===== src/hdl/per_minute_voltage_averager_top_assert.svh =====
// Assertion macros used by the top-level RTL file to check itself.
`ifndef PER_MINUTE_VOLTAGE_AVERAGER_TOP_ASSERT_SVH
`define PER_MINUTE_VOLTAGE_AVERAGER_TOP_ASSERT_SVH

// The consequent must hold in the same cycle as the antecedent.
`define PMVA_ASSERT_SAME(label, clk, rst_n, ante, cons, msg) \
    label: assert property (@(posedge clk) disable iff (!rst_n) (ante) |-> (cons)) \
        else $error(msg);

// The consequent must hold in the cycle after the antecedent.
`define PMVA_ASSERT_NEXT(label, clk, rst_n, ante, cons, msg) \
    label: assert property (@(posedge clk) disable iff (!rst_n) (ante) |=> (cons)) \
        else $error(msg);

`endif


===== src/hdl/pmva_pkg.sv =====
`default_nettype none

package pmva_pkg;

    localparam int TIME_W         = 8;
    localparam int VOLT_W         = 16;
    localparam int BIN_W          = 15;
    localparam int SUM_W          = 24;
    localparam int CNT_W          = 8;
    localparam int MAX_PHASES     = 3;
    localparam int NUM_PHASES_DEF = 3;
    localparam int STEP_W         = 5;
    localparam int BCD_STEPS      = 14;

    localparam logic [CNT_W-1:0]  COUNT_MAX       = 8'hFF;
    localparam logic [SUM_W-1:0]  SUM_MAX         = 24'hFFFFFF;
    localparam logic [VOLT_W-1:0] THREE_WIRE_FILL = 16'hEEEE;
    localparam logic [VOLT_W-1:0] BCD_SAT         = 16'h9999;
    localparam logic [SUM_W-1:0]  BIN_LIMIT       = 24'd9999;

    typedef logic [VOLT_W-1:0] t_volt;

    function automatic logic [BIN_W-1:0] bcd4_to_bin(input t_volt x);
        logic [BIN_W-1:0] d3;
        logic [BIN_W-1:0] d2;
        logic [BIN_W-1:0] d1;
        logic [BIN_W-1:0] d0;
        d3 = BIN_W'(x[15:12]) * BIN_W'(1000);
        d2 = BIN_W'(x[11:8]) * BIN_W'(100);
        d1 = BIN_W'(x[7:4]) * BIN_W'(10);
        d0 = BIN_W'(x[3:0]);
        return d3 + d2 + d1 + d0;
    endfunction

endpackage

`default_nettype wire


===== src/hdl/pmva_in_if.sv =====
`default_nettype none

interface pmva_in_if import pmva_pkg::*; ();
    logic              valid;
    logic              ready;
    logic              hold_off;
    logic [TIME_W-1:0] second_bcd;
    logic [TIME_W-1:0] minute_bcd;
    logic [VOLT_W-1:0] volt_a_bcd;
    logic [VOLT_W-1:0] volt_b_bcd;
    logic [VOLT_W-1:0] volt_c_bcd;

    modport source (
        output valid, hold_off, second_bcd, minute_bcd, volt_a_bcd, volt_b_bcd, volt_c_bcd,
        input  ready
    );
    modport sink (
        input  valid, hold_off, second_bcd, minute_bcd, volt_a_bcd, volt_b_bcd, volt_c_bcd,
        output ready
    );
endinterface

`default_nettype wire


===== src/hdl/pmva_out_if.sv =====
`default_nettype none

interface pmva_out_if import pmva_pkg::*; ();
    logic              valid;
    logic              ready;
    logic [VOLT_W-1:0] avg_a_bcd;
    logic [VOLT_W-1:0] avg_b_bcd;
    logic [VOLT_W-1:0] avg_c_bcd;

    modport source (
        output valid, avg_a_bcd, avg_b_bcd, avg_c_bcd,
        input  ready
    );
    modport sink (
        input  valid, avg_a_bcd, avg_b_bcd, avg_c_bcd,
        output ready
    );
endinterface

`default_nettype wire


===== src/hdl/pmva_cfg_if.sv =====
`default_nettype none

interface pmva_cfg_if;
    logic valid;
    logic ready;
    logic data;

    modport source (
        output valid, data,
        input  ready
    );
    modport sink (
        input  valid, data,
        output ready
    );
endinterface

`default_nettype wire


===== src/hdl/per_minute_voltage_averager_top.sv =====
// Per-minute voltage averager.
// Input channel i_in carries one sample word: hold-off flag, BCD second and
// minute, and three four-digit BCD phase voltages. A word is taken when
// valid and ready are both high; ready is high only while the block is idle.
// A word with hold_off set, or whose second equals the stored second, is
// dropped in the cycle it is taken. Otherwise each phase sum is read from the
// sum memory in the read state, increased and written back in the add state.
// When the minute also changes, a zero is written back instead, and each sum
// is divided by the sample count with a restoring divider and turned into BCD.
// The result word appears on o_out from an output register loaded in the final
// state after the last phase; the next sample word is taken while it waits.
// If the receiver stalls, the result is held, and a second result waits in
// the final state until the register frees up.
// The configuration channel i_cfg writes the three-wire mode bit; it is
// always ready. Reset clears the stored second, minute, count, the mode bit
// and the valid bits of the sum memory, so every sum reads as zero.
`default_nettype none

module per_minute_voltage_averager_top
    import pmva_pkg::*;
#(
    parameter int NUM_PHASES = NUM_PHASES_DEF
) (
    input  wire logic  i_clk,
    input  wire logic  i_rst_n,
    pmva_in_if.sink    i_in,
    pmva_cfg_if.sink   i_cfg,
    pmva_out_if.source o_out
);

`include "per_minute_voltage_averager_top_assert.svh"

    localparam int IDX_W = (NUM_PHASES > 1) ? $clog2(NUM_PHASES) : 1;
    localparam logic [IDX_W-1:0] LAST_IDX = IDX_W'(NUM_PHASES - 1);

    localparam logic [2:0] ST_IDLE = 3'd0;
    localparam logic [2:0] ST_READ = 3'd1;
    localparam logic [2:0] ST_ADD  = 3'd2;
    localparam logic [2:0] ST_DIV  = 3'd3;
    localparam logic [2:0] ST_BCD  = 3'd4;
    localparam logic [2:0] ST_DONE = 3'd5;

    logic [2:0]        r_state;
    logic              r_three_wire;
    logic [TIME_W-1:0] r_last_second;
    logic [TIME_W-1:0] r_last_minute;
    logic [CNT_W-1:0]  r_count;
    logic [CNT_W-1:0]  r_divisor;
    logic              r_min_chg;
    logic              r_emit;
    logic [IDX_W-1:0]  r_idx;
    logic [STEP_W-1:0] r_step;

    logic [SUM_W-1:0]  r_mem [NUM_PHASES];
    logic [NUM_PHASES-1:0] r_sum_vld;
    logic [SUM_W-1:0]  r_rd_data;
    logic              r_rd_vld;

    t_volt             r_volt [NUM_PHASES];
    t_volt             r_avg [NUM_PHASES];
    logic [BIN_W-1:0]  r_bin;
    logic [SUM_W-1:0]  r_quo;
    logic [CNT_W-1:0]  r_rem;
    logic [BCD_STEPS-1:0] r_dd_bin;
    t_volt             r_dd_bcd;

    logic              r_out_vld;
    t_volt             r_out_a;
    t_volt             r_out_b;
    t_volt             r_out_c;

    logic              w_in_acc;
    logic              w_start;
    logic [CNT_W-1:0]  w_count_inc;
    t_volt             w_in_volt [MAX_PHASES];
    t_volt             w_avg_full [MAX_PHASES];
    logic [SUM_W-1:0]  w_old_sum;
    logic [SUM_W:0]    w_add;
    logic [SUM_W-1:0]  w_new_sum;
    logic              w_mem_we;
    logic              w_mem_re;
    logic [SUM_W-1:0]  w_mem_wdata;
    logic [CNT_W:0]    w_trial;
    logic              w_fits;
    t_volt             w_adj;
    logic              w_avg_we;
    t_volt             w_avg_wdata;
    logic              w_out_load;

    logic [2:0]        n_state;
    logic [IDX_W-1:0]  n_idx;

    assign i_cfg.ready = 1'b1;
    assign i_in.ready  = (r_state == ST_IDLE);
    assign w_in_acc    = i_in.valid && i_in.ready;
    assign w_start     = w_in_acc && !i_in.hold_off && (i_in.second_bcd != r_last_second);
    assign w_count_inc = (r_count != COUNT_MAX) ? r_count + CNT_W'(1) : r_count;

    assign w_in_volt[0] = i_in.volt_a_bcd;
    assign w_in_volt[1] = i_in.volt_b_bcd;
    assign w_in_volt[2] = i_in.volt_c_bcd;

    assign w_old_sum   = r_rd_vld ? r_rd_data : '0;
    assign w_add       = {1'b0, w_old_sum} + (SUM_W + 1)'(r_bin);
    assign w_new_sum   = w_add[SUM_W] ? SUM_MAX : w_add[SUM_W-1:0];
    assign w_mem_re    = (r_state == ST_READ);
    assign w_mem_we    = (r_state == ST_ADD);
    assign w_mem_wdata = r_min_chg ? '0 : w_new_sum;

    assign w_trial = {r_rem, r_quo[SUM_W-1]};
    assign w_fits  = (w_trial >= {1'b0, r_divisor});

    always_comb begin
        for (int n = 0; n < 4; n++) begin
            w_adj[n*4 +: 4] = (r_dd_bcd[n*4 +: 4] >= 4'd5) ?
                              r_dd_bcd[n*4 +: 4] + 4'd3 : r_dd_bcd[n*4 +: 4];
        end
    end

    assign w_avg_we    = (r_state == ST_BCD) &&
                         ((r_quo > BIN_LIMIT) || (r_step == STEP_W'(BCD_STEPS)));
    assign w_avg_wdata = (r_quo > BIN_LIMIT) ? BCD_SAT : r_dd_bcd;
    assign w_out_load  = (r_state == ST_DONE) && (!r_out_vld || o_out.ready);

    for (genvar p = 0; p < MAX_PHASES; p++) begin : g_phase
        if (p < NUM_PHASES) begin : g_used
            always_ff @(posedge i_clk) begin
                if (w_start) begin
                    r_volt[p] <= w_in_volt[p];
                end
                if (w_avg_we && (r_idx == IDX_W'(p))) begin
                    r_avg[p] <= w_avg_wdata;
                end
            end
            assign w_avg_full[p] = r_avg[p];
        end else begin : g_unused
            assign w_avg_full[p] = '0;
        end
    end

    always_comb begin
        n_state = r_state;
        n_idx   = r_idx;
        unique case (r_state)
            ST_IDLE: begin
                if (w_start) begin
                    n_state = ST_READ;
                    n_idx   = '0;
                end
            end
            ST_READ: begin
                n_state = ST_ADD;
            end
            ST_ADD: begin
                priority if (r_min_chg && r_emit) begin
                    n_state = ST_DIV;
                end else if (r_idx == LAST_IDX) begin
                    n_state = ST_IDLE;
                end else begin
                    n_state = ST_READ;
                    n_idx   = r_idx + IDX_W'(1);
                end
            end
            ST_DIV: begin
                if (r_step == STEP_W'(SUM_W - 1)) begin
                    n_state = ST_BCD;
                end
            end
            ST_BCD: begin
                if (w_avg_we) begin
                    if (r_idx == LAST_IDX) begin
                        n_state = ST_DONE;
                    end else begin
                        n_state = ST_READ;
                        n_idx   = r_idx + IDX_W'(1);
                    end
                end
            end
            ST_DONE: begin
                if (w_out_load) begin
                    n_state = ST_IDLE;
                end
            end
            default: begin
                n_state = ST_IDLE;
            end
        endcase
    end

    always_ff @(posedge i_clk) begin
        if (!i_rst_n) begin
            r_state       <= ST_IDLE;
            r_three_wire  <= 1'b0;
            r_last_second <= '0;
            r_last_minute <= '0;
            r_count       <= '0;
            r_min_chg     <= 1'b0;
            r_emit        <= 1'b0;
            r_idx         <= '0;
            r_sum_vld     <= '0;
            r_out_vld     <= 1'b0;
        end else begin
            r_state <= n_state;
            r_idx   <= n_idx;
            if (i_cfg.valid && i_cfg.ready) begin
                r_three_wire <= i_cfg.data;
            end
            if (w_start) begin
                r_last_second <= i_in.second_bcd;
                if (i_in.minute_bcd != r_last_minute) begin
                    r_last_minute <= i_in.minute_bcd;
                    r_count       <= '0;
                    r_min_chg     <= 1'b1;
                    r_emit        <= (w_count_inc != '0);
                end else begin
                    r_count   <= w_count_inc;
                    r_min_chg <= 1'b0;
                    r_emit    <= 1'b0;
                end
            end
            if (w_mem_we) begin
                r_sum_vld[r_idx] <= 1'b1;
            end
            if (w_out_load) begin
                r_out_vld <= 1'b1;
            end else if (o_out.ready) begin
                r_out_vld <= 1'b0;
            end
        end
    end

    always_ff @(posedge i_clk) begin
        if (w_mem_we) begin
            r_mem[r_idx] <= w_mem_wdata;
        end
        if (w_mem_re) begin
            r_rd_data <= r_mem[r_idx];
            r_rd_vld  <= r_sum_vld[r_idx];
        end
    end

    always_ff @(posedge i_clk) begin
        if (w_start) begin
            r_divisor <= w_count_inc;
        end
        if (r_state == ST_READ) begin
            r_bin <= bcd4_to_bin(r_volt[r_idx]);
        end
        unique case (r_state)
            ST_ADD: begin
                r_quo  <= w_new_sum;
                r_rem  <= '0;
                r_step <= '0;
            end
            ST_DIV: begin
                r_rem  <= w_fits ? CNT_W'(w_trial - {1'b0, r_divisor}) : w_trial[CNT_W-1:0];
                r_quo  <= {r_quo[SUM_W-2:0], w_fits};
                r_step <= (r_step == STEP_W'(SUM_W - 1)) ? '0 : r_step + STEP_W'(1);
                r_dd_bcd <= '0;
                r_dd_bin <= {r_quo[BCD_STEPS-2:0], w_fits};
            end
            ST_BCD: begin
                r_dd_bcd <= {w_adj[VOLT_W-2:0], r_dd_bin[BCD_STEPS-1]};
                r_dd_bin <= {r_dd_bin[BCD_STEPS-2:0], 1'b0};
                r_step   <= r_step + STEP_W'(1);
            end
            default: begin
            end
        endcase
        if (w_out_load) begin
            r_out_a <= w_avg_full[0];
            r_out_b <= r_three_wire ? THREE_WIRE_FILL : w_avg_full[1];
            r_out_c <= w_avg_full[2];
        end
    end

    assign o_out.valid     = r_out_vld;
    assign o_out.avg_a_bcd = r_out_a;
    assign o_out.avg_b_bcd = r_out_b;
    assign o_out.avg_c_bcd = r_out_c;

    `PMVA_ASSERT_SAME(a_mem_no_overlap, i_clk, i_rst_n, w_mem_we, !w_mem_re,
        "sum memory read and written in the same cycle")
    `PMVA_ASSERT_NEXT(a_start_reads, i_clk, i_rst_n, w_start, r_state == ST_READ,
        "accepted sample did not start a memory read")
    `PMVA_ASSERT_SAME(a_div_nonzero, i_clk, i_rst_n, r_state == ST_DIV,
        r_divisor != '0 && r_emit, "division started with a zero count")
    `PMVA_ASSERT_NEXT(a_stall_waits, i_clk, i_rst_n,
        r_state == ST_DONE && r_out_vld && !o_out.ready, r_state == ST_DONE,
        "result left the final state while the output register was full")

endmodule

`default_nettype wire

===== src/flat_wrapper.sv =====
// flat-port wrapper written by rule: the top's interface ports become plain ports
module per_minute_voltage_averager_top_flat import pmva_pkg::*;
#(
    parameter int NUM_PHASES = NUM_PHASES_DEF
)
  (i_clk, i_rst_n, i_in_valid, i_in_hold_off, i_in_second_bcd, i_in_minute_bcd, i_in_volt_a_bcd, i_in_volt_b_bcd, i_in_volt_c_bcd, i_in_ready, i_cfg_valid, i_cfg_data, i_cfg_ready, o_out_valid, o_out_avg_a_bcd, o_out_avg_b_bcd, o_out_avg_c_bcd, o_out_ready);
  pmva_in_if i_in_i ();
  pmva_cfg_if i_cfg_i ();
  pmva_out_if o_out_i ();
  input  wire logic i_clk;
  input  wire logic i_rst_n;
  input wire logic [$bits(i_in_i.valid)-1:0] i_in_valid;
  input wire logic [$bits(i_in_i.hold_off)-1:0] i_in_hold_off;
  input wire logic [$bits(i_in_i.second_bcd)-1:0] i_in_second_bcd;
  input wire logic [$bits(i_in_i.minute_bcd)-1:0] i_in_minute_bcd;
  input wire logic [$bits(i_in_i.volt_a_bcd)-1:0] i_in_volt_a_bcd;
  input wire logic [$bits(i_in_i.volt_b_bcd)-1:0] i_in_volt_b_bcd;
  input wire logic [$bits(i_in_i.volt_c_bcd)-1:0] i_in_volt_c_bcd;
  output wire logic [$bits(i_in_i.ready)-1:0] i_in_ready;
  input wire logic [$bits(i_cfg_i.valid)-1:0] i_cfg_valid;
  input wire logic [$bits(i_cfg_i.data)-1:0] i_cfg_data;
  output wire logic [$bits(i_cfg_i.ready)-1:0] i_cfg_ready;
  output wire logic [$bits(o_out_i.valid)-1:0] o_out_valid;
  output wire logic [$bits(o_out_i.avg_a_bcd)-1:0] o_out_avg_a_bcd;
  output wire logic [$bits(o_out_i.avg_b_bcd)-1:0] o_out_avg_b_bcd;
  output wire logic [$bits(o_out_i.avg_c_bcd)-1:0] o_out_avg_c_bcd;
  input wire logic [$bits(o_out_i.ready)-1:0] o_out_ready;
  assign i_in_i.valid = i_in_valid;
  assign i_in_i.hold_off = i_in_hold_off;
  assign i_in_i.second_bcd = i_in_second_bcd;
  assign i_in_i.minute_bcd = i_in_minute_bcd;
  assign i_in_i.volt_a_bcd = i_in_volt_a_bcd;
  assign i_in_i.volt_b_bcd = i_in_volt_b_bcd;
  assign i_in_i.volt_c_bcd = i_in_volt_c_bcd;
  assign i_in_ready = i_in_i.ready;
  assign i_cfg_i.valid = i_cfg_valid;
  assign i_cfg_i.data = i_cfg_data;
  assign i_cfg_ready = i_cfg_i.ready;
  assign o_out_valid = o_out_i.valid;
  assign o_out_avg_a_bcd = o_out_i.avg_a_bcd;
  assign o_out_avg_b_bcd = o_out_i.avg_b_bcd;
  assign o_out_avg_c_bcd = o_out_i.avg_c_bcd;
  assign o_out_i.ready = o_out_ready;
  per_minute_voltage_averager_top #(.NUM_PHASES(NUM_PHASES)) u_core (.i_clk(i_clk), .i_rst_n(i_rst_n), .i_in(i_in_i), .i_cfg(i_cfg_i), .o_out(o_out_i));
endmodule

===== config.mk =====
export PLATFORM = sky130hd
export DESIGN_NAME = per_minute_voltage_averager_top_flat
export DESIGN_NICKNAME = d
export VERILOG_FILES = /design/src/hdl/pmva_pkg.sv /design/src/hdl/pmva_in_if.sv /design/src/hdl/pmva_out_if.sv /design/src/hdl/pmva_cfg_if.sv /design/src/hdl/per_minute_voltage_averager_top.sv /design/src/flat_wrapper.sv
export VERILOG_INCLUDE_DIRS = /design/src /design/src/hdl
export SDC_FILE = /design/constraint.sdc
export NUM_CORES = 1
export LEC_CHECK = 0
export BUFFER_PORTS_ARGS = -buffer_cell sky130_fd_sc_hd__buf_2
export CORE_MARGIN = 4
export CORE_UTILIZATION = 61
export CTS_CLUSTER_DIAMETER = 40
export DETAILED_ROUTE_END_ITERATION = 12
export PLACE_DENSITY = 0.84
export SYNTH_ARGS = -nofsm -noshare
export SYNTH_HDL_FRONTEND = slang
export SYNTH_SLANG_ARGS = --single-unit
export TNS_END_PERCENT = 50

===== constraint.sdc =====
create_clock -name i_clk -period 5.75 [get_ports i_clk]
set_input_delay 1.15 -clock i_clk [delete_from_list [all_inputs] [get_ports i_clk]]
set_output_delay 1.15 -clock i_clk [all_outputs]
set_load 0.1 [all_outputs]

Word level (Yosys, flattened, before mapping) --
Memory sizes are Yosys's and may differ from the RTL's. A register that Yosys moved wholly into a read port is not among the register bits. Cells that the tools add are included.
Storage, ports and cells: output and inout port bits 51, logic and storage cells 145, memories kept 3, flip-flop bits (word level) 127, bits in writable memories 168
Memory list:
- u_core.r_mem | depth 3, bits a word 24, read ports 1, clocked after memory_dff 1, wr ports 1, line per_minute_voltage_averager_top.sv:54 | logic [SUM_W-1:0] r_mem [NUM_PHASES];
- u_core.r_avg | depth 3, bits a word 16, read ports 3, clocked after memory_dff 3, wr ports 1, line per_minute_voltage_averager_top.sv:60 | t_volt r_avg [NUM_PHASES];
- u_core.r_volt | depth 3, bits a word 16, read ports 1, clocked after memory_dff 1, wr ports 3, line per_minute_voltage_averager_top.sv:59 | t_volt r_volt [NUM_PHASES];
Cells by class: muxes and demuxes 56, multiply operators 3, reduce and logical (&&, ||, !) cells 27, bitwise operators 1, order comparisons 8, add/subtract/negate cells 12, equality and inequality tests 17
Operators with widths (count):
- two-way mux 24 bit | 3
- two-way mux 16 bit | 3
- case mux 24 bit (2 select lines) | 1
- case mux 16 bit (2 select lines) | 1
- OR reduction 16 bit | 2
- case mux 14 bit (2 select lines) | 1
- adder 24 x 15 -> 25 bit | 1
- > comparator 24 x 14 -> 1 bit, second input constant | 1
- two-way mux 8 bit | 3
- two-way mux 3 bit | 7
- two-way mux 1 bit | 19
- case mux 3 bit (6 select lines) | 1
- greater-or-equal comparator 4 x 3 -> 1 bit, second input constant | 4
- two-way mux 2 bit | 8
- inequality test 8 bit | 2
- case mux 8 bit (2 select lines) | 1
- adder 14 x 11 -> 15 bit | 1
- adder 15 x 4 -> 15 bit | 1
- adder 15 x 8 -> 15 bit | 1
- case mux 5 bit (3 select lines) | 1
- adder 4 x 2 -> 4 bit, second input constant | 3
- two-way mux 4 bit | 3
- multiplier 4 x 7 -> 11 bit, second input constant | 1
- logical AND 1 bit | 10
- other kinds (34) | 45

Logic depth before layout (Yosys ltp) --
word-level depth 9, gate-level depth with buffers 22

Worst setup path after synthesis --
No wires, ideal clock.
path kind flip-flop to flip-flop, from register with a tool-made name, to register u_core.r_bin[13], data pin, library setup time 263 ps, path slack 572 ps, period minus slack after synthesis 5178 ps, stages on the path, launching flop included 22, arrival time 4915 ps, path through dfxtp_1 > buf_4 > buf_1 > mux2i_1 > o21a_1 > fa_1 > inv_1 > fa_1 > inv_1 > ha_1 > a21o_1 > a21oi_1 > xnor2_1 > ha_1 > ha_1 > ha_1 > nor2_1 > nor2_1 > o41a_1 > nand3_1 > and3_1 > xor2_1
RTL lines:
- end signal: assignment | line per_minute_voltage_averager_top.sv:247 | r_bin <= bcd4_to_bin(r_volt[r_idx]);
- end: declaration | line per_minute_voltage_averager_top.sv:61 | logic [BIN_W-1:0] r_bin;

==> impl.org <==
** Synthesis
- The synthesized netlist occupies a cell area of ~17000 um^2.
- Counting flops and latches in the post-synthesis netlist gives between 300 and 400.
- Post-synth cell types :: 71
- A synthesized cell averages 12.5 um^2.
- Counting every net in the synthesized netlist gives 1566.
- The synthesized design contains 331 enable-type register cells.
- Post-Syn Instances :: 1388
- Share of flip-flops with an asynchronous set or reset :: 0
- Sequential cell area fraction in the yosys report :: 0.616
- The Yosys step of the flow raised 0 warnings.
- The most used flip-flop cell after synthesis is sky130_fd_sc_hd__edfxtp_1.

** GRT
- The first global-routing pass estimated 54100 um of wire.
- The number of global-route vias before repair was approximately 11k.
- Largest net degree at the start of global routing :: 59
- The number of antenna violations at the first check in global routing was 0.
- After global routing the overflow that remains totals 0.
- Total global routing track utilization :: 0.214

** STA
- Fin Setup TNS :: 0 ns
- RSZ-0062 raised after global routing :: no
- Based on the critical path, the design can be clocked at up to 0.192 GHz.
- Transition time at the pin with the least slew margin :: 1.23 ns
- Largest clock skew in the final design :: 0.0179 ns
- The final max-slew violation count came to 0.
- The worst path needs 5.20 ns of the cycle, external delays included.
- Count of final setup violators :: 0
- Final critical-path share of the clock period :: 0.904
- The final number of hold-violating endpoints was 0.
- Relative max-transition margin :: 0.176

** Route
- Average via count per standard cell :: 5.65
- Total iterations of the first detailed-routing run :: 5
- The detailed router finished its first iteration with between 800 and 900 violations.
- Via count of the routed design :: 10.9k
- In the final routed layout, each cell accounts on average for 17.2 um.
- Summed over all layers, the routed wires come to 33300 um.
- Remaining design rule violation count :: 0
- DRT antenna net count :: 0

** Die
- In this run the standard cell core region covers 27900 um^2.
- Initial Util :: 0.622
- Die height :: 177 um
- In this run the count of I/O pins placed on the die edge is 122.
- The floorplan step defined a die boundary enclosing 31200 um^2.
- The floorplan has 61 rows.
- Die width :: ~180 um

** Job
- Across the run, the number of max-cap violations was 0.

** Power
- Final total power :: between 6 and 7 mW
- Across the VDD grid, the largest voltage drop is 0.276 mV.
- The analysis attributes to cell leakage a power of 7.30 nW.
- For this design the ratio of total power to cell area is 348 nW/um^2.

** Worst setup path
- The worst setup path is captured at a flip-flop.
- For the worst setup path, the data arrival time is 5.47 ns.
- The worst setup path is launched from a flip-flop.
- Required time reported for the critical path endpoint :: ~6 ns
- By startpoint and endpoint, the worst setup path is classified as reg -> reg.
- Crit path max fanout :: 4

** Clock network
- Setup Buffers After CTS :: 0
- Max Root-Sink Buffers :: 3
- TritonCTS created 44 clock buffers.
- CTS H-tree depth :: 2
- TritonCTS clock tree :: built
- After clock tree synthesis, the repair step resized 0 gates.
- The tree is rooted in a sky130_fd_sc_hd__clkbuf_16.
- Insertion delay to the later sink of the worst-skew pair :: 0.55 ns
- # clock sinks :: 369
- For this design, the CTS-stage hold fixing added 0 buffers.
- Clock Pin Slew Worst Setup and Hold Paths :: 0.06 ns

** Finish
- Of the cells placed in the final design, the portion with a size suffix greater than 1 is 0.167.
- Final layout net count :: 1700
- Core utilization of the finished layout :: 0.708
- Number of inserted filler cells in the final layout :: 1848
- Signed area change from the synthesized netlist to the final layout :: 13.9%
- Antenna diode count :: 0

** Status
- The flow ran to the end, and the final reports show no timing, DRC or antenna violations.

** Place
- Number of buffers inserted by port buffering :: 120
- At the end of routability-driven placement, the weighted congestion stood at 0.862.
- Detailed-placement wirelength estimate :: 21800 um

** Worst hold path
- Critical hold path startpoint :: u_core.r_avg[2][7]$_DFFE_PP_
- The worst hold path belongs to the class reg -> reg.
[cell type report]
type                            instances  area, um^2  area share
Clock buffer                           50        1160      0.0589
Clock inverter                         29         248      0.0125
Inverter                               75         282      0.0142
Multi-Input combinational cell        897        6200       0.313
Sequential cell                       369       10700       0.541
Tap cell                              378         473      0.0239
Timing Repair Buffer                  135         713      0.0361
[power breakdown]
group | switching [mW] | internal [mW] | total [mW]
sequential | 0.0435 | 3.08 | 3.13
combinational | 0.656 | 0.452 | 1.11
clock | 1.09 | 1.56 | 2.65
[critical path, cell delays in order (launching register included)]
cell and delay, ns:
sky130_fd_sc_hd__dfxtp_1 0.34, sky130_fd_sc_hd__mux2_2 0.35, sky130_fd_sc_hd__mux2i_2 0.28, sky130_fd_sc_hd__inv_1 0.10, sky130_fd_sc_hd__fa_1 0.56, sky130_fd_sc_hd__inv_1 0.11
sky130_fd_sc_hd__fa_1 0.55, sky130_fd_sc_hd__inv_1 0.04, sky130_fd_sc_hd__ha_1 0.35, sky130_fd_sc_hd__a21o_1 0.19, sky130_fd_sc_hd__a21oi_1 0.22, sky130_fd_sc_hd__xnor2_1 0.15
sky130_fd_sc_hd__ha_1 0.25, sky130_fd_sc_hd__ha_1 0.30, sky130_fd_sc_hd__ha_1 0.36, sky130_fd_sc_hd__nor2_1 0.06, sky130_fd_sc_hd__nor2_1 0.11, sky130_fd_sc_hd__o41a_1 0.21
sky130_fd_sc_hd__nand3_1 0.09, sky130_fd_sc_hd__and3_1 0.20, sky130_fd_sc_hd__xor2_1 0.13
[flip-flops by register name, indices dropped and copies added (netlist names), 16 cells and up, named ones only]
register / count
u_core.o_out.avg_a_bcd: 16
u_core.o_out.avg_b_bcd: 16
u_core.o_out.avg_c_bcd: 16
u_core.r_avg: 48
u_core.r_dd_bcd: 16
u_core.r_mem: 72
u_core.r_quo: 24
u_core.r_rd_data: 24
u_core.r_volt: 48
[synthesized netlist by cell type, types with 12 or more instances]
| library cell | number | area, um^2 |
|---|---|---|
| sky130_fd_sc_hd__xnor2_1 | 34 | 298 |
| sky130_fd_sc_hd__inv_1 | 73 | 274 |
| sky130_fd_sc_hd__nor4_1 | 12 | 75.1 |
| sky130_fd_sc_hd__o21a_1 | 16 | 120 |
| sky130_fd_sc_hd__dfxtp_1 | 38 | 761 |
| sky130_fd_sc_hd__nand2_1 | 131 | 492 |
| sky130_fd_sc_hd__or2_2 | 17 | 106 |
| sky130_fd_sc_hd__o21ai_0 | 63 | 315 |
| sky130_fd_sc_hd__a21oi_1 | 77 | 385 |
| sky130_fd_sc_hd__and2_1 | 34 | 213 |
| sky130_fd_sc_hd__nor3_1 | 13 | 65.1 |
| sky130_fd_sc_hd__edfxtp_1 | 331 | 9940 |
| sky130_fd_sc_hd__mux2i_1 | 60 | 601 |
| sky130_fd_sc_hd__ha_1 | 88 | 1100 |
| sky130_fd_sc_hd__nand2b_1 | 18 | 113 |
| sky130_fd_sc_hd__nor2_1 | 128 | 480 |
| sky130_fd_sc_hd__xor2_1 | 33 | 289 |
| sky130_fd_sc_hd__nand3_1 | 26 | 130 |
| sky130_fd_sc_hd__fa_1 | 19 | 380 |
| sky130_fd_sc_hd__clkbuf_1 | 31 | 116 |
[cells by family after synthesis]
| logic type | count (synthesis) | share of synthesized area |
|---|---|---|
| buffers and inverters | 122 | 0.0279 |
| adder cells (fa/ha/maj) | 107 | 0.0853 |
| multiplexers | 64 | 0.0373 |
| XOR/XNOR | 67 | 0.0338 |
| flip-flops | 369 | 0.616 |
| AND/OR/NAND/NOR | 428 | 0.117 |
| AO/OA/AOI/OAI | 230 | 0.0826 |
| other | 1 | 0.000216 |
[final timing paths]
check / endpoint / cells past startpoint / slack (ns)
setup / recovery: u_core.r_bin[13]$_DFFE_PN_ / 20 / 0.55
hold / removal: u_core.o_out.avg_c_bcd[7]$_DFFE_PP_ / 0 / 0.42
setup reg to reg: u_core.r_bin[13]$_DFFE_PN_ / 20 / 0.55
hold reg to reg: u_core.o_out.avg_c_bcd[7]$_DFFE_PP_ / 0 / 0.42
[layout by cell type (no fill, tap or decap), drive strengths merged, types with 7 or more instances in the layout]
| master | count |
|---|---|
| nand2b | 18 |
| o21a | 16 |
| clkinv | 18 |
| nor4 | 12 |
| dfxtp | 38 |
| xnor2 | 34 |
| fa | 19 |
| nor3 | 15 |
| nand4 | 9 |
| a21o | 12 |
| mux2i | 61 |
| o31ai | 10 |
| clkbuf | 50 |
| o21ai | 68 |
| a21oi | 86 |
| or2 | 17 |
| ha | 88 |
| buf | 135 |
| inv | 82 |
| nor2b | 11 |
| xor2 | 33 |
| and2 | 36 |
| a31oi | 7 |
| nor2 | 137 |
| edfxtp | 331 |
| nand2 | 131 |
| nand3 | 26 |
[layer usage]
layer	track usage	wire length, um	part of all wire
met5	0	0	0
met4	0.0770	1050	0.032
met3	0.0352	1990	0.060
met2	0.368	16700	0.50
met1	0.277	13500	0.41
[stage by stage]
stage / hold slack (ns) / cell area, um^2 / instances / setup slack [ns]
2_1_floorplan: 0.400 / 17400 / 1388 / 0.572
3_3_place_gp: 0.401 / 18400 / 1854 / 0.713
3_5_place_dp: 0.405 / 18400 / 1854 / 0.583
4_1_cts: 0.420 / 19800 / 1933 / 0.569
5_1_grt: 0.422 / 19800 / 1933 / 0.313
6_report: 0.418 / 19800 / 1933 / 0.552
Note: power is estimated with default switching activity, not from simulation.
